**src/hw/rtl/icymd_pkg.sv**
```systemverilog
// ----------------------------------------------------------------------------
// icymd_pkg
// Shared types, codes and key tables of the inline metadata deframer.
// ----------------------------------------------------------------------------
package icymd_pkg;

    localparam int DEF_MAX_BLOCK_BYTES = 4096;
    localparam int DEF_INTERVAL_BITS   = 24;
    localparam int DEF_META_INTERVAL   = 16000;
    localparam int OUTQ_DEPTH          = 8;

    // result kinds
    localparam logic [2:0] K_AUDIO      = 3'd0;
    localparam logic [2:0] K_TITLE      = 3'd1;
    localparam logic [2:0] K_URL        = 3'd2;
    localparam logic [2:0] K_TITLE_DONE = 3'd3;
    localparam logic [2:0] K_URL_DONE   = 3'd4;
    localparam logic [2:0] K_END        = 3'd5;

    // byte classes seen by the framer
    localparam logic [1:0] CLS_AUDIO = 2'd0;
    localparam logic [1:0] CLS_LEN   = 2'd1;
    localparam logic [1:0] CLS_DATA  = 2'd2;

    localparam logic [7:0] CH_QUOTE = 8'h27;
    localparam logic [7:0] CH_SEMI  = 8'h3B;

    localparam logic [3:0] TITLE_KEY_LEN = 4'd13;
    localparam logic [3:0] URL_KEY_LEN   = 4'd11;
    // first position where the two keys part ("StreamT" vs "StreamU")
    localparam logic [3:0] URL_FORK_POS  = 4'd6;

    typedef struct packed {
        logic [1:0] cls;
        logic [7:0] data;
        logic       final_byte;
    } item_t;

    typedef struct packed {
        logic [2:0] kind;
        logic [7:0] value;
        logic       updated;
        logic       last;
    } res_t;

    function automatic res_t make_res(input logic [2:0] kind, input logic [7:0] value,
                                      input logic updated);
        res_t r;
        r.kind    = kind;
        r.value   = value;
        r.updated = updated;
        r.last    = 1'b0;
        return r;
    endfunction

    function automatic logic [7:0] title_char(input logic [3:0] pos);
        logic [7:0] ch;
        case (pos)
            4'd0:    ch = "S";
            4'd1:    ch = "t";
            4'd2:    ch = "r";
            4'd3:    ch = "e";
            4'd4:    ch = "a";
            4'd5:    ch = "m";
            4'd6:    ch = "T";
            4'd7:    ch = "i";
            4'd8:    ch = "t";
            4'd9:    ch = "l";
            4'd10:   ch = "e";
            4'd11:   ch = "=";
            4'd12:   ch = CH_QUOTE;
            default: ch = 8'h00;
        endcase
        return ch;
    endfunction

    function automatic logic [7:0] url_char(input logic [3:0] pos);
        logic [7:0] ch;
        case (pos)
            4'd0:    ch = "S";
            4'd1:    ch = "t";
            4'd2:    ch = "r";
            4'd3:    ch = "e";
            4'd4:    ch = "a";
            4'd5:    ch = "m";
            4'd6:    ch = "U";
            4'd7:    ch = "r";
            4'd8:    ch = "l";
            4'd9:    ch = "=";
            4'd10:   ch = CH_QUOTE;
            default: ch = 8'h00;
        endcase
        return ch;
    endfunction

endpackage

```
**src/hw/rtl/icymd_outq.sv**
```systemverilog
// ----------------------------------------------------------------------------
// icymd_outq
// Result queue: two pushes, one pop per cycle; grants input room ahead.
// ----------------------------------------------------------------------------
module icymd_outq (
    input  logic            aclk,
    input  logic            aresetn,
    input  logic [1:0]      push_cnt,
    input  icymd_pkg::res_t res0,
    input  icymd_pkg::res_t res1,
    input  logic            b_pending,
    output logic            room_ok,
    output logic            q_valid,
    output icymd_pkg::res_t q_head,
    input  logic            q_pop
);
    import icymd_pkg::*;

    localparam int PW = $clog2(OUTQ_DEPTH);
    localparam int CW = $clog2(OUTQ_DEPTH + 1);

    res_t          q [OUTQ_DEPTH];
    logic [PW-1:0] wr_ptr_reg;
    logic [PW-1:0] rd_ptr_reg;
    logic [CW-1:0] count_reg;
    logic [CW:0]   claimed;

    // an item in flight may add two results, the next one two more
    assign claimed = {1'b0, count_reg} + (b_pending ? (CW+1)'(2) : '0);
    assign room_ok = claimed <= (CW+1)'(OUTQ_DEPTH - 2);
    assign q_valid = (count_reg != '0);
    assign q_head  = q[rd_ptr_reg];

    always_ff @(posedge aclk) begin
        if (push_cnt != 2'd0) begin
            q[wr_ptr_reg] <= res0;
        end
        if (push_cnt == 2'd2) begin
            q[wr_ptr_reg + 1'b1] <= res1;
        end
    end

    always_ff @(posedge aclk) begin
        if (!aresetn) begin
            wr_ptr_reg <= '0;
            rd_ptr_reg <= '0;
            count_reg  <= '0;
        end else begin
            wr_ptr_reg <= wr_ptr_reg + PW'(push_cnt);
            if (q_pop) begin
                rd_ptr_reg <= rd_ptr_reg + 1'b1;
            end
            count_reg <= count_reg + CW'(push_cnt) - CW'(q_pop);
        end
    end

endmodule

```
**config.mk**
```make
export PLATFORM = sky130hd
export DESIGN_NAME = icymd_outq
export DESIGN_NICKNAME = d
export VERILOG_FILES = /design/src/hw/rtl/icymd_pkg.sv /design/src/hw/rtl/icymd_outq.sv
export SDC_FILE = /design/constraint.sdc
export NUM_CORES = 1
export LEC_CHECK = 0
export BUFFER_PORTS_ARGS = -buffer_cell sky130_fd_sc_hd__buf_2
export CAP_MARGIN = 40
export CORE_ASPECT_RATIO = 0.9
export CORE_MARGIN = 2
export CORE_UTILIZATION = 30
export DETAILED_ROUTE_END_ITERATION = 10
export GPL_ROUTABILITY_DRIVEN = 1
export SLEW_MARGIN = 15
export SYNTH_ARGS = -nofsm -noshare
export SYNTH_HDL_FRONTEND = slang
export SYNTH_SLANG_ARGS = --single-unit
```
**constraint.sdc**
```tcl
create_clock -name aclk -period 2.5 [get_ports aclk]
set_input_delay 0.375 -clock aclk [delete_from_list [all_inputs] [get_ports aclk]]
set_output_delay 0.375 -clock aclk [all_outputs]
set_load 0.01 [all_outputs]
```
==> run_results.csv <==
group,metric,value,unit
run_status,status,"finished, final reports clean",
clock_network,htreeDepth,4,
die,ios,47,
placement,dp_hpwl,9720,µm
yosys,ys_ff_latch,117,
pwr,p_sw_share,25.1,%
sta,tightest_slew,728,ps
pwr,power,0.00544,W
sta,period_minus_slack,2350,ps
yosys,synthTopCellsByCount,"mux2_2, edfxtp_1, mux4_2, dfxtp_1, ha_1",
global_route,grt_max_degree,20,
die,rows,49,
global_route,grt.busiest_layer,"met2",
clock_network,cts.path.max_buffers,2,
pwr,seqPwrFrac,44.6,%
setup_path,critPathArrivalTime,1970,ps
yosys,avgSynthCellArea,17.2,µm²
pwr,power_frac_clock,36.8,%
global_route,grt_overflow,0,
setup_path,critPathCaptureType,"output port",
setup_path,cp.required,2120,ps
global_route,grt_pass1_wl,22200,µm
clock_network,post-cts-setup-buffer-count,0,
routing,avgRoutedWirePerCell,20.6,µm
placement,globalplace.congestion,0.796,
global_route,met3_usage,4.44,%
pwr,p_leak,2.57,nW
clock_network,cts.repair.resized,0,
clock_network,cts.reportedPaths.clkPinSlew,50,ps
pwr,power.switching,0.00137,W
setup_path,cp_max_fo,19,
yosys,synth_ff_type,"edfxtp_1",
sta,clock.fmax,426,MHz
clock_network,insertion_delay,400,ps
sta,clock-skew-final,6.13,ps
cells_and_area,areaGrowthSynthToFinish,18.9,%
clock_network,holdBufCountCts,0,
global_route,grt_pass1_vias,3668,
yosys,yosysTopAreaCellShare,51.5,%
global_route,use_met1,19.0,%
sta,finalCritPeriodShare,94.0,%
cells_and_area,largest_reg_flops,104,
yosys,synthArstFlopShare,0,%
cells_and_area,fin_nets,474,
yosys,synth-edff-count,104,
routing,route.detailed.drc,0,
hold_path,hold_class,"in2reg",
yosys,yosysSeqAreaShare,55.8,%
yosys,netlist_area,0.00606,mm²
routing,vias,3481,
cells_and_area,drive_gt1_share,57.9,%
yosys,synthTopCellsByArea,"edfxtp_1, mux2_2, mux4_2",
routing,routed_via_density,5.01,
die,core_area,0.0199,mm²
global_route,gr-usage-met2,21.8,%
yosys,syn-num-nets,399,
die,fp.dieArea,0.0214,mm²
global_route,grt_usage,14.1,%
clock_network,cts.sinks,117,
global_route,antenna_found_initial,2,
routing,drtPass1Iterations,5,
pwr,power.internal,0.00408,W
sta,setup_viol,0,
setup_path,startpoint_type,"flop",
placement,portBuffers,46,
sta,rsz0062_at_grt,"no",
yosys,synth_cell_type_count,41,
pwr,power.density,755,mW/mm²
sta,setup_ws,151,ps
pwr,combPwrFrac,18.7,%
die,die_h,139,µm
die,initial_core_util,30.4,%
sta,slew_headroom,51.2,%
sta,setup_tns,0,ps
flow_run,maxCapViolations,0,
yosys,yosysWarnings,0,
routing,wirelength,14300,µm
sta,slew_viol_final,0,
clock_network,cts_tree,"yes",
sta,hold_viol_final,0,
yosys,syn_inst,353,
die,dieWidth,154,µm
placement,dp_slack,361,ps
sta,worst_hold_slack,318,ps
clock_network,cts_inserted_buffers,17,
clock_network,root_buffer,"clkbuf_16",
routing,drt_iter0_drc,304,
yosys,yosysTopAreaCell,"edfxtp_1",
routing,drtAntennaViolNets,0,
pwr,peakVddDrop,0.439,mV
yosys,yosysMostFrequentCell,"mux2_2",
setup_path,crit_type,"reg2out",
-- metal layers --
metal	vias up	wire, µm
met5	-	7
met4	2	284
met3	23	952
met2	128	6730
met1	1776	6370
li1	1552	-
-- path summary, 6_finish.rpt --
| kind | to | from | slack (ps) | cells after the start |
|---|---|---|---|---|
| max | q_head[2] | flop | 150 | 4 |
| min reg2reg | flop | rd_ptr_reg[1] | 530 | 2 |
| min | count_reg[3] | aresetn | 320 | 3 |
| max reg2reg | q[3][10] | wr_ptr_reg[0] | 330 | 5 |
-- area by class of cell --
type / count / area [µm²]
Antenna cell: 1 / 2.50
Clock buffer: 21 / 440
Clock inverter: 9 / 40.0
Fill cell: 1856 / 12700
Inverter: 10 / 37.5
Multi-Input combinational cell: 209 / 2520
Sequential cell: 117 / 3380
Tap cell: 255 / 319
Timing Repair Buffer: 73 / 458
-- power groups by stage --
stage / Clock (W) / Combinational, W / Sequential (W)
2_1_floorplan: 0 / 0.000671 / 0.00243
3_3_place_gp: 0 / 0.00100 / 0.00246
3_5_place_dp: 0 / 0.00103 / 0.00246
4_1_cts: 0.00203 / 0.00103 / 0.00243
5_1_grt: 0.00211 / 0.00112 / 0.00244
6_report: 0.00200 / 0.00102 / 0.00242
-- metrics by stage --
| step | cell area (µm²) | cells | utilization (%) |
|---|---|---|---|
| 6_report | 7210 | 695 | 36.2 |
| 5_1_grt | 7210 | 695 | 36.2 |
| 4_1_cts | 7200 | 694 | 36.2 |
| 3_5_place_dp | 6720 | 664 | 33.7 |
| 3_3_place_gp | 6720 | 664 | 33.7 |
| 2_1_floorplan | 6060 | 353 | - |
-- critical path, stage by stage (launching register included) --
cell and delay, ps:
dfxtp_2 350, buf_12 210, mux4_2 560, mux2_2 300, buf_2 140
-- logic make-up (layout without fill, tap and decap cells) --
family	after synthesis	count (layout)	synth area share, %
xor+xnor	7	7	1.26
fa+ha+maj	14	14	3.14
compound gates	13	13	1.36
buf+inv	27	113	2.70
other cells	0	1	0
flops	117	117	55.8
mux	145	145	32.2
simple gates	30	30	3.57
-- cells in the final DEF (no fill, tap or decap), types with 2 or more instances in the layout --
cell type | Yosys | routed
fa_1 | 2 | 2
mux4_2 | 26 | 26
clkbuf_16 | 0 | 17
nand2_2 | 4 | 4
mux2_4 | 7 | 7
clkinv_1 | 0 | 4
mux2i_1 | 2 | 2
edfxtp_1 | 104 | 104
nor2b_1 | 2 | 2
mux2_2 | 110 | 110
buf_12 | 0 | 2
and2_1 | 8 | 8
nand2_1 | 3 | 3
xnor2_1 | 2 | 2
xor2_1 | 3 | 3
nor2_2 | 2 | 2
inv_1 | 10 | 10
o21ai_1 | 0 | 4
ha_1 | 12 | 12
clkinv_2 | 0 | 5
clkbuf_1 | 2 | 4
dfxtp_1 | 13 | 12
buf_2 | 1 | 46
buf_4 | 6 | 25
o22ai_1 | 2 | 2
nand2b_1 | 2 | 2
o31ai_2 | 0 | 2
(Power assumes the default switching activity.)
