### src/hw/rtl/icymd_pkg.sv
// ----------------------------------------------------------------------------
// icymd_pkg
// Shared types, codes and key tables of the inline metadata deframer.
// ----------------------------------------------------------------------------
package icymd_pkg;

    localparam int DEF_MAX_BLOCK_BYTES = 4096;
    localparam int DEF_INTERVAL_BITS   = 24;
    localparam int DEF_META_INTERVAL   = 16000;
    localparam int OUTQ_DEPTH          = 8;

    // result kinds
    localparam logic [2:0] K_AUDIO      = 3'd0;
    localparam logic [2:0] K_TITLE      = 3'd1;
    localparam logic [2:0] K_URL        = 3'd2;
    localparam logic [2:0] K_TITLE_DONE = 3'd3;
    localparam logic [2:0] K_URL_DONE   = 3'd4;
    localparam logic [2:0] K_END        = 3'd5;

    // byte classes seen by the framer
    localparam logic [1:0] CLS_AUDIO = 2'd0;
    localparam logic [1:0] CLS_LEN   = 2'd1;
    localparam logic [1:0] CLS_DATA  = 2'd2;

    localparam logic [7:0] CH_QUOTE = 8'h27;
    localparam logic [7:0] CH_SEMI  = 8'h3B;

    localparam logic [3:0] TITLE_KEY_LEN = 4'd13;
    localparam logic [3:0] URL_KEY_LEN   = 4'd11;
    // first position where the two keys part ("StreamT" vs "StreamU")
    localparam logic [3:0] URL_FORK_POS  = 4'd6;

    typedef struct packed {
        logic [1:0] cls;
        logic [7:0] data;
        logic       final_byte;
    } item_t;

    typedef struct packed {
        logic [2:0] kind;
        logic [7:0] value;
        logic       updated;
        logic       last;
    } res_t;

    function automatic res_t make_res(input logic [2:0] kind, input logic [7:0] value,
                                      input logic updated);
        res_t r;
        r.kind    = kind;
        r.value   = value;
        r.updated = updated;
        r.last    = 1'b0;
        return r;
    endfunction

    function automatic logic [7:0] title_char(input logic [3:0] pos);
        logic [7:0] ch;
        case (pos)
            4'd0:    ch = "S";
            4'd1:    ch = "t";
            4'd2:    ch = "r";
            4'd3:    ch = "e";
            4'd4:    ch = "a";
            4'd5:    ch = "m";
            4'd6:    ch = "T";
            4'd7:    ch = "i";
            4'd8:    ch = "t";
            4'd9:    ch = "l";
            4'd10:   ch = "e";
            4'd11:   ch = "=";
            4'd12:   ch = CH_QUOTE;
            default: ch = 8'h00;
        endcase
        return ch;
    endfunction

    function automatic logic [7:0] url_char(input logic [3:0] pos);
        logic [7:0] ch;
        case (pos)
            4'd0:    ch = "S";
            4'd1:    ch = "t";
            4'd2:    ch = "r";
            4'd3:    ch = "e";
            4'd4:    ch = "a";
            4'd5:    ch = "m";
            4'd6:    ch = "U";
            4'd7:    ch = "r";
            4'd8:    ch = "l";
            4'd9:    ch = "=";
            4'd10:   ch = CH_QUOTE;
            default: ch = 8'h00;
        endcase
        return ch;
    endfunction

endpackage

### src/hw/rtl/icymd_parser.sv
// ----------------------------------------------------------------------------
// icymd_parser
// Field matcher and result builder; up to two results per byte.
// ----------------------------------------------------------------------------
module icymd_parser (
    input  logic             aclk,
    input  logic             aresetn,
    input  logic             b_valid,
    input  icymd_pkg::item_t b_item,
    input  logic             mismatch,
    output logic [1:0]       push_cnt,
    output icymd_pkg::res_t  res0,
    output icymd_pkg::res_t  res1
);
    import icymd_pkg::*;

    localparam logic [2:0] M_PREFIX = 3'd0;
    localparam logic [2:0] M_URLPRE = 3'd1;
    localparam logic [2:0] M_SKIP   = 3'd2;
    localparam logic [2:0] M_TITLE  = 3'd3;
    localparam logic [2:0] M_URL    = 3'd4;
    localparam logic [2:0] M_STOP   = 3'd5;

    logic       differs_reg, differs_next;
    logic       field_seen_reg, field_seen_next;
    logic [2:0] mode_reg, mode_next;
    logic [3:0] pos_reg, pos_next;
    logic       quote_reg, quote_next;
    res_t       r [2];
    logic [1:0] n;
    logic [7:0] c;
    logic [2:0] chk_kind;
    logic [2:0] done_kind;

    assign c         = b_item.data;
    assign chk_kind  = (mode_reg == M_TITLE) ? K_TITLE : K_URL;
    assign done_kind = (mode_reg == M_TITLE) ? K_TITLE_DONE : K_URL_DONE;

    always_comb begin
        differs_next    = differs_reg;
        field_seen_next = field_seen_reg;
        mode_next       = mode_reg;
        pos_next        = pos_reg;
        quote_next      = quote_reg;
        n               = 2'd0;
        r[0]            = '0;
        r[1]            = '0;
        if (b_valid) begin
            case (b_item.cls)
                CLS_AUDIO: begin
                    r[0] = make_res(K_AUDIO, c, 1'b0);
                    n    = 2'd1;
                end
                CLS_LEN: begin
                    differs_next    = mismatch;
                    field_seen_next = 1'b0;
                    mode_next       = M_PREFIX;
                    pos_next        = 4'd0;
                    quote_next      = 1'b0;
                    if (c == 8'd0) begin
                        r[0]         = make_res(K_END, 8'd0, 1'b0);
                        n            = 2'd1;
                        differs_next = 1'b0;
                    end
                end
                CLS_DATA: begin
                    if (b_item.final_byte) begin
                        r[0] = make_res(K_END, 8'd0, (differs_reg | mismatch) & field_seen_reg);
                        n               = 2'd1;
                        differs_next    = 1'b0;
                        field_seen_next = 1'b0;
                        mode_next       = M_PREFIX;
                        pos_next        = 4'd0;
                        quote_next      = 1'b0;
                    end else begin
                        differs_next = differs_reg | mismatch;
                        if (mode_reg != M_STOP) begin
                            if (c == 8'd0) begin
                                // zero byte: stop parsing, drop any open field
                                mode_next  = M_STOP;
                                quote_next = 1'b0;
                            end else begin
                                case (mode_reg)
                                    M_PREFIX: begin
                                        if (pos_reg < TITLE_KEY_LEN && c == title_char(pos_reg)) begin
                                            pos_next = pos_reg + 1'b1;
                                            if (pos_reg == TITLE_KEY_LEN - 4'd1) begin
                                                mode_next  = M_TITLE;
                                                pos_next   = 4'd0;
                                                quote_next = 1'b0;
                                            end
                                        end else if (pos_reg == URL_FORK_POS &&
                                                     c == url_char(URL_FORK_POS)) begin
                                            pos_next  = URL_FORK_POS + 4'd1;
                                            mode_next = M_URLPRE;
                                        end else begin
                                            pos_next = 4'd0;
                                            if (c == CH_SEMI) begin
                                                field_seen_next = 1'b1;
                                                mode_next       = M_PREFIX;
                                            end else begin
                                                mode_next = M_SKIP;
                                            end
                                        end
                                    end
                                    M_URLPRE: begin
                                        if (pos_reg < URL_KEY_LEN && c == url_char(pos_reg)) begin
                                            pos_next = pos_reg + 1'b1;
                                            if (pos_reg == URL_KEY_LEN - 4'd1) begin
                                                mode_next  = M_URL;
                                                pos_next   = 4'd0;
                                                quote_next = 1'b0;
                                            end
                                        end else begin
                                            pos_next = 4'd0;
                                            if (c == CH_SEMI) begin
                                                field_seen_next = 1'b1;
                                                mode_next       = M_PREFIX;
                                            end else begin
                                                mode_next = M_SKIP;
                                            end
                                        end
                                    end
                                    M_SKIP: begin
                                        if (c == CH_SEMI) begin
                                            field_seen_next = 1'b1;
                                            mode_next       = M_PREFIX;
                                            pos_next        = 4'd0;
                                            quote_next      = 1'b0;
                                        end
                                    end
                                    M_TITLE, M_URL: begin
                                        if (c == CH_QUOTE) begin
                                            // hold the quote until we know it is not the closer
                                            if (quote_reg) begin
                                                r[0] = make_res(chk_kind, CH_QUOTE, 1'b0);
                                                n    = 2'd1;
                                            end
                                            quote_next = 1'b1;
                                        end else if (c == CH_SEMI && quote_reg) begin
                                            r[0]            = make_res(done_kind, 8'd0, 1'b0);
                                            n               = 2'd1;
                                            field_seen_next = 1'b1;
                                            mode_next       = M_PREFIX;
                                            pos_next        = 4'd0;
                                            quote_next      = 1'b0;
                                        end else begin
                                            if (quote_reg) begin
                                                r[0] = make_res(chk_kind, CH_QUOTE, 1'b0);
                                                r[1] = make_res(chk_kind, c, 1'b0);
                                                n    = 2'd2;
                                            end else begin
                                                r[0] = make_res(chk_kind, c, 1'b0);
                                                n    = 2'd1;
                                            end
                                            quote_next = 1'b0;
                                        end
                                    end
                                    default: begin
                                        mode_next = M_STOP;
                                    end
                                endcase
                            end
                        end
                    end
                end
                default: begin
                end
            endcase
        end
        if (n != 2'd0) begin
            r[n[1]].last = 1'b1;
        end
    end

    assign push_cnt = n;
    assign res0     = r[0];
    assign res1     = r[1];

    always_ff @(posedge aclk) begin
        if (!aresetn) begin
            differs_reg    <= 1'b0;
            field_seen_reg <= 1'b0;
            mode_reg       <= M_PREFIX;
            pos_reg        <= 4'd0;
            quote_reg      <= 1'b0;
        end else begin
            differs_reg    <= differs_next;
            field_seen_reg <= field_seen_next;
            mode_reg       <= mode_next;
            pos_reg        <= pos_next;
            quote_reg      <= quote_next;
        end
    end

endmodule

### config.mk
export PLATFORM = sky130hd
export DESIGN_NAME = icymd_parser
export DESIGN_NICKNAME = d
export VERILOG_FILES = /design/src/hw/rtl/icymd_pkg.sv /design/src/hw/rtl/icymd_parser.sv
export SDC_FILE = /design/constraint.sdc
export NUM_CORES = 1
export LEC_CHECK = 0
export BUFFER_PORTS_ARGS = -buffer_cell sky130_fd_sc_hd__buf_2
export CORE_UTILIZATION = 56
export DETAILED_ROUTE_END_ITERATION = 6
export PLACE_DENSITY = 0.84
export SYNTH_ARGS = -nofsm -noshare
export SYNTH_HDL_FRONTEND = slang
export SYNTH_SLANG_ARGS = --single-unit
export TNS_END_PERCENT = 30
### constraint.sdc
create_clock -name aclk -period 3.7 [get_ports aclk]
set_input_delay 0.185 -clock aclk [delete_from_list [all_inputs] [get_ports aclk]]
set_output_delay 0.185 -clock aclk [all_outputs]
set_load 0.02 [all_outputs]
==> results.cfg <==
[run_status]
status = completed

[timing]
rsz0062_at_grt = no
slew_headroom = 0.479
finalCritPeriodShare = 0.929
fin_skew_ns = 0.00351
tns_ns = 0
setup_ws_ns = 0.264
worstMarginPinSlew_ns = 0.775
final_hold_viol_count = 0
fin_crit_ns = 3.44
clock.fmax_ghz = 0.291
setup_violations = 0
maxSlewViolCount = 0

[drt]
dr.first_iter.drc_count = 295
drc = 0
drt_wl_total_mm = 5.71
dr.pass1.iters = 6
wire_per_inst_um = 15.0
via_per_inst = 6.21
final_antenna_net_count = 0
dr_total_vias = 2361

[pwr]
power.leakage_uw = 0.00107
ir_drop_mv = 0.177
pwr_density_cell_nw_per_um2 = 234

[floorplanning]
ios = 43
core_region_area_um2 = 3740
die_area_um2 = 4270
die_w_um = 65.4
die_h_um = 65.4
start_util = 0.601
row_count = 22

[worst_hold_path]
hold_end = differs_reg
hp-class = in2reg
hold_depth = 3
hp-start = mismatch

[clock_network]
insertion_delay_ns = 0.27
ctsRootBufferMaster = clkbuf_8
clock_path_buffers = 2
clk_pin_slew_ns = 0.09
cts.sink_count = 24
postCtsSetupBuffers = 0
ctsHoldBuffers = 0
cts_buffers = 3
cts_resized = 0
h-tree-depth = 1
cts_tree = built

[grt]
overflow = 0
grt_pass1_vias = 1983
grt_pass1_wl_mm = 9.19
antenna_found_initial = 0
grt_usage = 0.277
grt_max_degree = 17

[synth]
synthCells = 303
synth_edf_count = 0
synth_cell_types = 60
synth_area_um2 = 2250
synth_ff_type = dfxtp_1
yosys_warnings = 0
synth_seq_area_share = 0.214
syn_area_per_cell_um2 = 7.42
synth.ff_latch_count = 24
async_reset_ff_frac = 0

[finish]
postLayoutCoreUtil = 0.672
fin_cells = 380
drive_above_1_share = 0.199
fin_nets = 363
fillCellCount = 320
syn_to_final_growth_pct = 11.9
diodes = 0

[setup_path]
r2r_cells = 10
crit_path_end_kind = flip-flop
crit_required_ns = 3.87
r2r_start = mode_reg[0]
worstPathMaxFanout = 12
cp-startpoint = mode_reg[0]
crit_type = reg2reg
critPathArrivalTime_ns = 3.61
start_kind = flip-flop
r2r_slack_ns = 0.26

[flow_run]
drv_cap = 0

[place]
dpl.hpwl_mm = 4.33
gp_congestion = 1.00
place_worst_setup_slack_ns = 0.271
dp_cells = 376
io_buffers = 40
-- power by group --
group | total, uW | switching [uW] | internal [uW]
Sequential | 263 | 3.25 | 260
Clock | 234 | 89.5 | 145
Combinational | 91.9 | 60.0 | 32.0
-- per-layer routing --
| layer | part of all wire | vias to the layer above | global-route usage |
|---|---|---|---|
| met3 | 0.095 | 12 | 0.0313 |
| met2 | 0.44 | 149 | 0.439 |
| li1 | - | 1129 | - |
| met4 | 0.020 | 0 | 0.0978 |
| met5 | 0 | - | 0 |
| met1 | 0.44 | 1071 | 0.383 |
-- critical path, stage by stage, from the launching register on --
cell and delay, ns:
dfxtp_2 0.39, nor3_1 0.33, o21ai_0 0.17, nor4_1 0.71
o21ai_0 0.24, a211oi_1 0.24, a21oi_1 0.07, nand2b_1 0.28
ha_1 0.40, mux2_4 0.30, a2bb2o_4 0.20
-- area by class of cell --
type                    count  area, um^2  area share
inverters                  21        78.8      0.0313
clock buffers               3        41.3      0.0164
flip-flops and latches     24         483       0.192
well taps                  48        60.1      0.0239
multi-input cells         239        1590       0.633
clock inverters             1        30.0      0.0119
repair buffers             44         230      0.0915
-- per-stage QoR --
step | cell area (um^2) | total power [uW] | hold WS (ns)
after global routing | 2520 | 609 | 0.246
after global placement | 2440 | 356 | 0.489
final | 2520 | 590 | 0.232
after floorplan | 2250 | 336 | 0.317
after detailed placement | 2440 | 357 | 0.508
after CTS | 2510 | 588 | 0.235
-- worst max-delay path by stage --
| stage | to | slack (ns) |
|---|---|---|
| floorplan | flip-flop | 0.57 |
| global placement | flip-flop | 0.36 |
| detailed placement | flip-flop | 0.27 |
| CTS | flip-flop | 0.26 |
| global route | flip-flop | 0.04 |
| finish | flip-flop | 0.26 |
-- synthesized netlist by cell type (11+ instances only) --
cell type | count | area share
nand3_1 | 12 | 0.027
nor2_1 | 28 | 0.047
clkbuf_1 | 11 | 0.018
xnor2_1 | 14 | 0.055
inv_1 | 21 | 0.035
nand2_1 | 21 | 0.035
nand2b_1 | 12 | 0.033
nor3_1 | 16 | 0.036
a21oi_1 | 21 | 0.047
and2_1 | 11 | 0.031
ha_1 | 15 | 0.083
o21ai_0 | 15 | 0.033
dfxtp_1 | 24 | 0.21
-- cell usage in the layout, fill, tap and decap left out, types with 2 or more instances in the layout --
master / count
a2111oi_0: 2
nand3b_1: 2
o21ai_0: 15
buf_2: 40
o221ai_1: 3
a21oi_1: 21
a211oi_1: 3
dfxtp_2: 2
buf_4: 4
ha_1: 15
o211ai_1: 4
or3_1: 3
and3_1: 2
xnor2_1: 14
mux2i_1: 3
nand3_1: 12
and2_1: 11
o21a_1: 4
o211a_1: 2
or2_1: 2
clkbuf_8: 3
dfxtp_1: 22
and2_2: 2
nand4b_1: 4
inv_1: 21
nor2_1: 28
conb_1: 2
nand2b_1: 12
nand4_1: 3
nor2b_1: 2
nor4_1: 3
nor3_1: 16
nand2_1: 21
-- cells by family after synthesis --
group | Yosys count | share of synthesized area
multiplexers | 4 | 0.0200
XOR/XNOR | 14 | 0.0545
flip-flops | 24 | 0.214
other | 1 | 0.00167
AO/OA/AOI/OAI | 72 | 0.233
adder cells (fa/ha/maj) | 15 | 0.0835
buffers and inverters | 41 | 0.0824
AND/OR/NAND/NOR | 132 | 0.311
Note: power is estimated with default switching activity, not from simulation.
