$ cat config.mk
export PLATFORM = sky130hd
export DESIGN_NAME = icymd_framer
export DESIGN_NICKNAME = d
export VERILOG_FILES = /design/src/hw/rtl/icymd_pkg.sv /design/src/hw/rtl/icymd_framer.sv
export SDC_FILE = /design/constraint.sdc
export NUM_CORES = 1
export LEC_CHECK = 0
export BUFFER_PORTS_ARGS = -buffer_cell sky130_fd_sc_hd__buf_4
export CAP_MARGIN = 30
export CORE_MARGIN = 4
export CORE_UTILIZATION = 60
export CTS_BUF_LIST = sky130_fd_sc_hd__clkbuf_8
export CTS_CLUSTER_DIAMETER = 200
export CTS_CLUSTER_SIZE = 28
export DETAILED_ROUTE_END_ITERATION = 6
export GPL_ROUTABILITY_DRIVEN = 0
export GPL_TIMING_DRIVEN = 0
export PLACE_DENSITY = 0.84
export SYNTH_ARGS = -nofsm -noshare
export SYNTH_HDL_FRONTEND = slang
export SYNTH_SLANG_ARGS = --single-unit
$ cat constraint.sdc
create_clock -name aclk -period 4.4 [get_ports aclk]
set_input_delay 0 -clock aclk [delete_from_list [all_inputs] [get_ports aclk]]
set_output_delay 0 -clock aclk [all_outputs]
set_load 0.01 [all_outputs]
$ cat src/hw/rtl/icymd_pkg.sv
// ----------------------------------------------------------------------------
// icymd_pkg
// Shared types, codes and key tables of the inline metadata deframer.
// ----------------------------------------------------------------------------
package icymd_pkg;

    localparam int DEF_MAX_BLOCK_BYTES = 4096;
    localparam int DEF_INTERVAL_BITS   = 24;
    localparam int DEF_META_INTERVAL   = 16000;
    localparam int OUTQ_DEPTH          = 8;

    // result kinds
    localparam logic [2:0] K_AUDIO      = 3'd0;
    localparam logic [2:0] K_TITLE      = 3'd1;
    localparam logic [2:0] K_URL        = 3'd2;
    localparam logic [2:0] K_TITLE_DONE = 3'd3;
    localparam logic [2:0] K_URL_DONE   = 3'd4;
    localparam logic [2:0] K_END        = 3'd5;

    // byte classes seen by the framer
    localparam logic [1:0] CLS_AUDIO = 2'd0;
    localparam logic [1:0] CLS_LEN   = 2'd1;
    localparam logic [1:0] CLS_DATA  = 2'd2;

    localparam logic [7:0] CH_QUOTE = 8'h27;
    localparam logic [7:0] CH_SEMI  = 8'h3B;

    localparam logic [3:0] TITLE_KEY_LEN = 4'd13;
    localparam logic [3:0] URL_KEY_LEN   = 4'd11;
    // first position where the two keys part ("StreamT" vs "StreamU")
    localparam logic [3:0] URL_FORK_POS  = 4'd6;

    typedef struct packed {
        logic [1:0] cls;
        logic [7:0] data;
        logic       final_byte;
    } item_t;

    typedef struct packed {
        logic [2:0] kind;
        logic [7:0] value;
        logic       updated;
        logic       last;
    } res_t;

    function automatic res_t make_res(input logic [2:0] kind, input logic [7:0] value,
                                      input logic updated);
        res_t r;
        r.kind    = kind;
        r.value   = value;
        r.updated = updated;
        r.last    = 1'b0;
        return r;
    endfunction

    function automatic logic [7:0] title_char(input logic [3:0] pos);
        logic [7:0] ch;
        case (pos)
            4'd0:    ch = "S";
            4'd1:    ch = "t";
            4'd2:    ch = "r";
            4'd3:    ch = "e";
            4'd4:    ch = "a";
            4'd5:    ch = "m";
            4'd6:    ch = "T";
            4'd7:    ch = "i";
            4'd8:    ch = "t";
            4'd9:    ch = "l";
            4'd10:   ch = "e";
            4'd11:   ch = "=";
            4'd12:   ch = CH_QUOTE;
            default: ch = 8'h00;
        endcase
        return ch;
    endfunction

    function automatic logic [7:0] url_char(input logic [3:0] pos);
        logic [7:0] ch;
        case (pos)
            4'd0:    ch = "S";
            4'd1:    ch = "t";
            4'd2:    ch = "r";
            4'd3:    ch = "e";
            4'd4:    ch = "a";
            4'd5:    ch = "m";
            4'd6:    ch = "U";
            4'd7:    ch = "r";
            4'd8:    ch = "l";
            4'd9:    ch = "=";
            4'd10:   ch = CH_QUOTE;
            default: ch = 8'h00;
        endcase
        return ch;
    endfunction

endpackage

$ cat src/hw/rtl/icymd_framer.sv
// ----------------------------------------------------------------------------
// icymd_framer
// Audio counter and block framing; classifies each byte and issues the
// previous-block store read for each length and block byte.
// ----------------------------------------------------------------------------
module icymd_framer #(
    parameter int INTERVAL_BITS = 24,
    parameter int AW            = 12
) (
    input  logic                     aclk,
    input  logic                     aresetn,
    input  logic                     cfg_we,
    input  logic [INTERVAL_BITS-1:0] cfg_wdata,
    input  logic                     accept,
    input  logic [7:0]               data_byte,
    output logic                     rd_en,
    output logic [AW-1:0]            rd_addr,
    output logic                     b_valid_reg,
    output icymd_pkg::item_t         b_item_reg,
    output logic [AW-1:0]            b_addr_reg
);
    import icymd_pkg::*;

    logic [INTERVAL_BITS-1:0] interval_reg;
    logic [INTERVAL_BITS-1:0] audio_count_reg, audio_count_next;
    logic                     in_block_reg, in_block_next;
    logic [7:0]               len_byte_reg, len_byte_next;
    logic [AW-1:0]            block_index_reg, block_index_next;
    item_t                    item;
    logic [AW-1:0]            addr;

    always_comb begin
        audio_count_next = audio_count_reg;
        in_block_next    = in_block_reg;
        len_byte_next    = len_byte_reg;
        block_index_next = block_index_reg;
        item.cls         = CLS_AUDIO;
        item.data        = data_byte;
        item.final_byte  = 1'b0;
        addr             = '0;
        if (!in_block_reg) begin
            if (audio_count_reg < interval_reg) begin
                if (accept) begin
                    audio_count_next = audio_count_reg + 1'b1;
                end
            end else begin
                item.cls = CLS_LEN;
                if (accept) begin
                    if (data_byte == 8'd0) begin
                        audio_count_next = '0;
                    end else begin
                        in_block_next    = 1'b1;
                        len_byte_next    = data_byte;
                        block_index_next = AW'(1);
                    end
                end
            end
        end else begin
            item.cls        = CLS_DATA;
            addr            = block_index_reg;
            item.final_byte = (block_index_reg >= AW'({len_byte_reg, 4'h0}));
            // the block's last byte always reads as zero
            if (item.final_byte) begin
                item.data = 8'd0;
            end
            if (accept) begin
                if (item.final_byte) begin
                    in_block_next    = 1'b0;
                    audio_count_next = '0;
                    len_byte_next    = 8'd0;
                    block_index_next = '0;
                end else begin
                    block_index_next = block_index_reg + 1'b1;
                end
            end
        end
    end

    assign rd_en   = accept && (item.cls != CLS_AUDIO);
    assign rd_addr = addr;

    always_ff @(posedge aclk) begin
        if (!aresetn) begin
            interval_reg    <= INTERVAL_BITS'(DEF_META_INTERVAL);
            audio_count_reg <= '0;
            in_block_reg    <= 1'b0;
            len_byte_reg    <= 8'd0;
            block_index_reg <= '0;
            b_valid_reg     <= 1'b0;
        end else begin
            if (cfg_we) begin
                interval_reg <= cfg_wdata;
            end
            audio_count_reg <= audio_count_next;
            in_block_reg    <= in_block_next;
            len_byte_reg    <= len_byte_next;
            block_index_reg <= block_index_next;
            b_valid_reg     <= accept;
        end
    end

    always_ff @(posedge aclk) begin
        if (accept) begin
            b_item_reg <= item;
            b_addr_reg <= addr;
        end
    end

endmodule

==> metrics.md, run 1 <==
| Metric | Value |
|---|---|
| Diode count | 0 |
| Worst-path clk slew | approximately 90 ps |
| Number of distinct library cells after synthesis | 50 |
| Critical Path AT | 3280 ps |
| Clock Power Share | a little under 40% |
| Starting DRC count in detailed routing | roughly 300 |
| Final setup vio count | 0 |
| Clock sinks | 93 |
| Fin Hold WS | about 16 ps |
| Mapped Cells | between 500 and 600 |
| Nets@finish | 700 |
| Core ar. | between 7000 and 8000 um2 |
| # IOs | between 70 and 80 |
| H-tree Lvls | 3 |
| Commonest cells after routing, fill and taps aside | dfxtp_1 (70), buf_4 (70), nor2_1 (48) |
| Relative slew slack | between 40% and 50% |
| Syn Nets | 587 |
| Critical path type | flop to output port |
| DR vias | 4288 |
| Number of fill cells | 540 |
| GRT overflow | 0 |
| Vias in the first global route | about 4300 |
| Starting density of the core | roughly three fifths |
| TritonCTS clock tree | built |
| Unrepaired setup endpoints after global routing | false |
| Net switching power | about 400 uW |
| Post-synth ARST share | 0% |
| Flop pwr share | 51.8% |
| Leakage power | between 2 and 3 nW |
| P per Cell Area | 296 nW/um2 |
| Net Sw Frac | a little under a quarter |
| DRC violations left | 0 |
| IR Drop Worst-Case VDD | between 200 and 250 uV |
| Fin. Hold Viols | 0 |
| Part of the power in combinational logic | 9.4% |
| Routed vias/inst | just under 6 |
| Width of the die | slightly below 100 um |
| Die area | 9330 um2 |
| ANT nets after route | 0 |
| Crit path capture type | output port |
| Most used DFF post-synth | dfxtp_1 |
| Clk Latency, worst-skew pair | approximately 360 ps |
| Root Driver | clkbuf_8 |
| Total track usage | around 25% |
| Post-layout util | slightly below 80% |
| Cts bufs inserted | 9 |
| IO buf count | 70 |
| First-pass GRT wire length | between 15 and 20 mm |
| CP max FO | 10 |
| Internal | 1.36 mW |
| Final max-slew violation count | 0 |
| Post-route setup TNS | 0 ps |
| Final period util | roughly three quarters |
| Slew at the pin with the worst max-slew slack | roughly 760 ps |
| Final clock skew | 11.4 ps |
| Largest net degree at the start of global routing | 31 |
| Hold_buf cts | 32 |
| Number of synthesized flops with an enable pin | 23 |
| Row count | 32 |
| Count of state elements after synthesis | 93 |
| Fin crit period | between 3000 and 4000 ps |
| Maxcap violations | 0 |
| Seq/Total Area, Yosys | between 40% and 50% |
| Syn_area_per_cell | 9.11 um2 |
| Fmax | 0.304 GHz |
| Routed len/inst | 15.5 um |
| HP Class | input pin to flop |
| Layout cells sized above 1 | about 15% |
| Antenna violations before repair | 0 |
| P&R area growth vs syn | 25.7% |
| Mapped cell area | ~4700 um2 |
| DRT Pass-1 Iters | 4 |
| Post-CTS resize count | 0 |
| Clock Tree Buf Depth | 2 |
| Dpl hpwl | 8.12 mm |
| Status | finished clean |
| Worst path required time | 4400 ps |
| Startpoint Class | flop |
| Yosys Warn Count | 0 |
| Postcts setup bufs | 0 |
| Chip height | between 90 and 100 um |
| WL final | between 10 and 15 mm |
cells in the mapped netlist, types with 7 or more instances:
master / number / share of area, %
a21oi_1: 26 / 2.8
and2_1: 23 / 3.1
and3_1: 15 / 2.0
clkbuf_1: 11 / 0.88
dfxtp_1: 70 / 30
edfxtp_1: 23 / 15
ha_1: 34 / 9.0
inv_1: 46 / 3.7
mux2i_1: 20 / 4.2
nand2_1: 32 / 2.5
nand3_1: 32 / 3.4
nor2_1: 48 / 3.8
nor3_1: 9 / 0.96
o211ai_1: 15 / 2.4
o21ai_0: 30 / 3.2
xor2_1: 7 / 1.3
worst max-delay path, stage by stage (launching register included):
cell      delay, ps
dfxtp_1         460
ha_1            310
a41oi_1         190
o21ai_0         120
a311oi_1        400
o211ai_1        240
buf_2           260
nor2_1          610
nor2_1          160
buf_4           200
per-layer routing:
metal	track usage (%)	part of all wire (%)
met1	30.5	42
met2	45.0	52
met3	4.04	4.9
met4	7.56	1.7
met5	0	0
power groups by stage:
stage / Clock (mW) / Combinational [mW] / Sequential, mW
2_1_floorplan: 0 / 0.0717 / 0.932
3_3_place_gp: 0 / 0.134 / 0.928
3_5_place_dp: 0 / 0.141 / 0.929
4_1_cts: 0.681 / 0.164 / 0.909
5_1_grt: 0.716 / 0.183 / 0.912
6_report: 0.682 / 0.164 / 0.909
area by class of cell:
class | instances | area (um2) | area share [%]
plain buffers | 22 | 90.1 | 1.52
clock buffers | 9 | 124 | 2.09
clock inverters | 7 | 115 | 1.94
inverters | 47 | 176 | 2.98
multi-input cells | 355 | 2350 | 39.7
flip-flops and latches | 93 | 2090 | 35.3
well taps | 102 | 128 | 2.15
repair buffers | 102 | 846 | 14.3
path summary, 6_finish.rpt:
kind,endpoint,slack [ps],startpoint,cells past startpoint
setup / recovery,rd_en,1120,audio_count_reg[6],9
hold / removal,block_index_reg[2],20,aresetn,3
setup reg to reg,block_index_reg[3],1280,block_index_reg[8],9
hold reg to reg,b_item_reg[10],450,in_block_reg,0
kinds of logic after synthesis:
group | count (synthesis) | synth area share, %
simple gates | 189 | 20.7
mux | 21 | 4.49
xor+xnor | 9 | 1.67
flops | 93 | 44.4
buf+inv | 69 | 5.66
fa+ha+maj | 34 | 9.03
compound gates | 102 | 14.0
metrics by stage:
stage | cell area (um2) | std cells | total power [mW] | setup WS (ps)
floorplan | 4710 | 517 | 1.00 | 1920
global placement | 5360 | 689 | 1.06 | 1420
detailed placement | 5360 | 689 | 1.07 | 1350
CTS | 5920 | 737 | 1.75 | 1170
global route | 5920 | 737 | 1.81 | 977
finish | 5920 | 737 | 1.76 | 1120
(Power assumes the default switching activity.)
==> inputs of run 2 (changes only) <==
- ABC_AREA: unset -> 1
- PLACE_DENSITY: 0.84 -> 0.83
- clock period: 4.4 -> 3.3 ns (I/O delays scaled with it)
==> run 2 against run 1 <==
Setup slack worse by 190 ps; hold slack better by 23 ps; sequential power is 42% higher; non-clock buffer count is 10 higher; synthesized cell count is 42% higher; clock skew is 2.8 ps higher; combinational power grew to 3.3 times the previous value.
==> metrics.md, run 2 <==
| Metric | Value |
|---|---|
| Final setup vio count | 0 (unchanged) |
| TritonCTS clock tree | built |
| Startpoint Class | flop |
| Slew at the pin with the worst max-slew slack | 722 ps (-42.4 ps) |
| Routed len/inst | 14.7 um (-5.1%) |
| HP Class | input pin to flop |
| Multiplexer area fraction after synthesis | 0% (-4.5 points) |
| Fin. Hold Viols | 0 (unchanged) |
| Worst-path clk slew | 90 ps (about the same) |
| Compound-cell area share of the yosys netlist | 7.66% (-6.4 points) |
| Post-synth top cells | nand2_1 (164), inv_1 (103), nor2_1 (76) |
| DRT Pass-1 Iters | 5 (+1) |
| Vias in the first global route | 5117 (+19%) |
| ANT nets after route | 0 (unchanged) |
| Simple-gate share of the synthesized area | 32.3% (+12 points) |
| H-tree Lvls | 3 (unchanged) |
| Unrepaired setup endpoints after global routing | false |
| Mapped cell area | 5510 um2 (+17%) |
| Total track usage | 26.6% (+1.6 points) |
| Crit path capture type | output port |
| Mapped Cells | 732 (+42%) |
| Reg-to-reg slack, setup | 1030 ps (-250 ps) |
| FF+latch area | 2090 um2 (unchanged) |
| Starting density of the core | 62.5% (+1.2 points) |
| Maxcap violations | 0 (unchanged) |
| Fmax | 0.422 GHz |
| Root Driver | clkbuf_8 |
| Area taken by multi-input logic gates | 2820 um2 (+20%) |
| Number of synthesized flops with an enable pin | 23 (unchanged) |
| Critical path type | flop to output port |
| Clk Latency, worst-skew pair | 370 ps (about the same) |
| Seq/Total Area, Yosys | 38.0% (-6.4 points) |
| Post-CTS resize count | 0 (unchanged) |
| Final period util | between 70 and 80% |
| Starting DRC count in detailed routing | 437 (+44%) |
| Chip height | 104 um (+7.4%) |
| Final max-slew violation count | 0 (unchanged) |
| Routed vias/inst | 5.44 (-6.5%) |
| Post-route setup TNS | 0 ps (unchanged) |
| Status | finished clean |
| Fin crit period | about 2400 ps |
| GRT overflow | 0 (unchanged) |
| Core ar. | 8810 um2 (+15%) |
| Cts bufs inserted | 9 (unchanged) |
| P&R area growth vs syn | 21.5% |
| Cell accounting for the most synthesized area | dfxtp_1 |
| Top cell type's share of synthesized area | 25.5% (-4.3 points) |
| DRC violations left | 0 (unchanged) |
| Syn_area_per_cell | 7.52 um2 (-17%) |
| Width of the die | 104 um (+7.4%) |
| Largest net degree at the start of global routing | 30 (-3.2%) |
| Diode count | 0 (unchanged) |
| Layout cells sized above 1 | 18.0% (+3.1 points) |
| Most numerous cell in the Yosys netlist | nand2_1 |
| Clock sinks | 93 (unchanged) |
| Leakage power | 3.20 nW (+25%) |
| Commonest cells after routing, fill and taps aside | nand2_1 (164), inv_1 (105), nor2_1 (76) |
| P per Cell Area | 377 nW/um2 (+27%) |
| Count of state elements after synthesis | 93 (unchanged) |
| Most common cell after layout, fill and taps aside | nand2_1 |
| Combinational family with the most area after synthesis | simple AND/OR/NAND/NOR gates |
| Die area | 10800 um2 (+15%) |
| WL final | 14.1 mm (+24%) |
| IR Drop Worst-Case VDD | 226 uV (+11%) |
| Synth Area in Adders | 7.73% (-1.3 points) |
| Design Power | 2.52 mW (+44%) |
| First-pass GRT wire length | 23.9 mm (+20%) |
| Critical Path AT | 2370 ps (-910 ps) |
| Synth area leaders | dfxtp_1 (25%), edfxtp_1 (13%), nand2_1 (11%), ha_1 (7.7%), inv_1 (7.0%) |
| Number of fill cells | 655 (+21%) |
| IO buf count | 71 (+1.4%) |
| Worst path required time | 3300 ps (-1100 ps) |
| Final clock skew | 14.2 ps (+2.79 ps) |
| Relative slew slack | 51.8% (+3.0 points) |
| Clock Tree Buf Depth | 2 (unchanged) |
| CP max FO | 8 (-2) |
| Row count | 34 (+6.3%) |
| Post-synth ARST share | 0% (unchanged) |
| Post-layout util | 76.0% (-1.1 points) |
| # IOs | 73 (unchanged) |
| Nets@finish | 919 (+31%) |
| Number of distinct library cells after synthesis | 35 (-30%) |
| Post-synthesis xor/xnor area fraction | 3.66% (+2.0 points) |
| Antenna violations before repair | 0 (unchanged) |
| DR vias | 5236 (+22%) |
| Dpl hpwl | 9.97 mm (+23%) |
| Most used DFF post-synth | dfxtp_1 |
| Syn Nets | 802 (+37%) |
| Yosys Warn Count | 0 (unchanged) |
run 2: logic make-up after synthesis:
logic type                 Yosys count
AOI/OAI and AO/OA                   76
DFF                                 93
and+or+nand+nor                    370
adders and majority gates           34
buffers and inverters              136
xor gates and xnor gates            23
run 2: repair_timing:
| action | 4_1_cts | 5_1_grt |
|---|---|---|
| setup buffers | 0 | 0 |
| hold endpoints to repair | 40 | 0 |
| hold buffers | 35 | 0 |
run 2: worst paths after layout:
check	from	end	depth (start not counted)
max reg2reg	audio_count_reg[18]	audio_count_reg[17]	15
min reg2reg	interval_reg[18]	interval_reg[18]	2
min	accept	b_valid_reg	3
max	audio_count_reg[18]	rd_en	12
run 2: power breakdown:
part / internal (mW) / total, mW / switching (mW)
Sequential: 1.23 / 1.29 / 0.0593
Combinational: 0.231 / 0.540 / 0.309
Clock: 0.270 / 0.690 / 0.419
Total: 1.73 / 2.52 / 0.787
run 2: critical path, stage by stage, from the launching register on:
cell and delay, ps:
dfxtp_1 510, ha_1 290, nand2_1 80, nor2_1 60
nand2_2 100, nor2_2 40, nand2_1 80, nand2_2 90
nor2_8 200, nand2_8 100, o21ai_0 230, inv_1 60
buf_4 150
run 2: final cells by class:
type,count,area share (%)
Inverter,108,6.13
Buffer,28,2.67
Timing Repair Buffer,106,13.2
Tap cell,108,2.02
Multi-Input combinational cell,503,42.2
Clock buffer,9,1.85
Sequential cell,93,31.3
Clock inverter,7,0.654
run 2: per-layer routing:
layer	up-vias	track usage [%]	part of all wire, %
met4	0	7.88	1.8
met3	37	5.47	6.9
met5	-	0	0
li1	2574	-	-
met2	228	45.1	48
met1	2397	34.2	43
run 2: through the flow:
stage	instance area (um2)	setup WS, ps	hold slack [ps]	cells
global route	6690	805	75.1	962
detailed placement	6170	1100	218	911
global placement	6170	1170	216	911
CTS	6690	951	33.3	962
floorplan	5510	1450	93.5	732
finish	6690	930	39.8	962
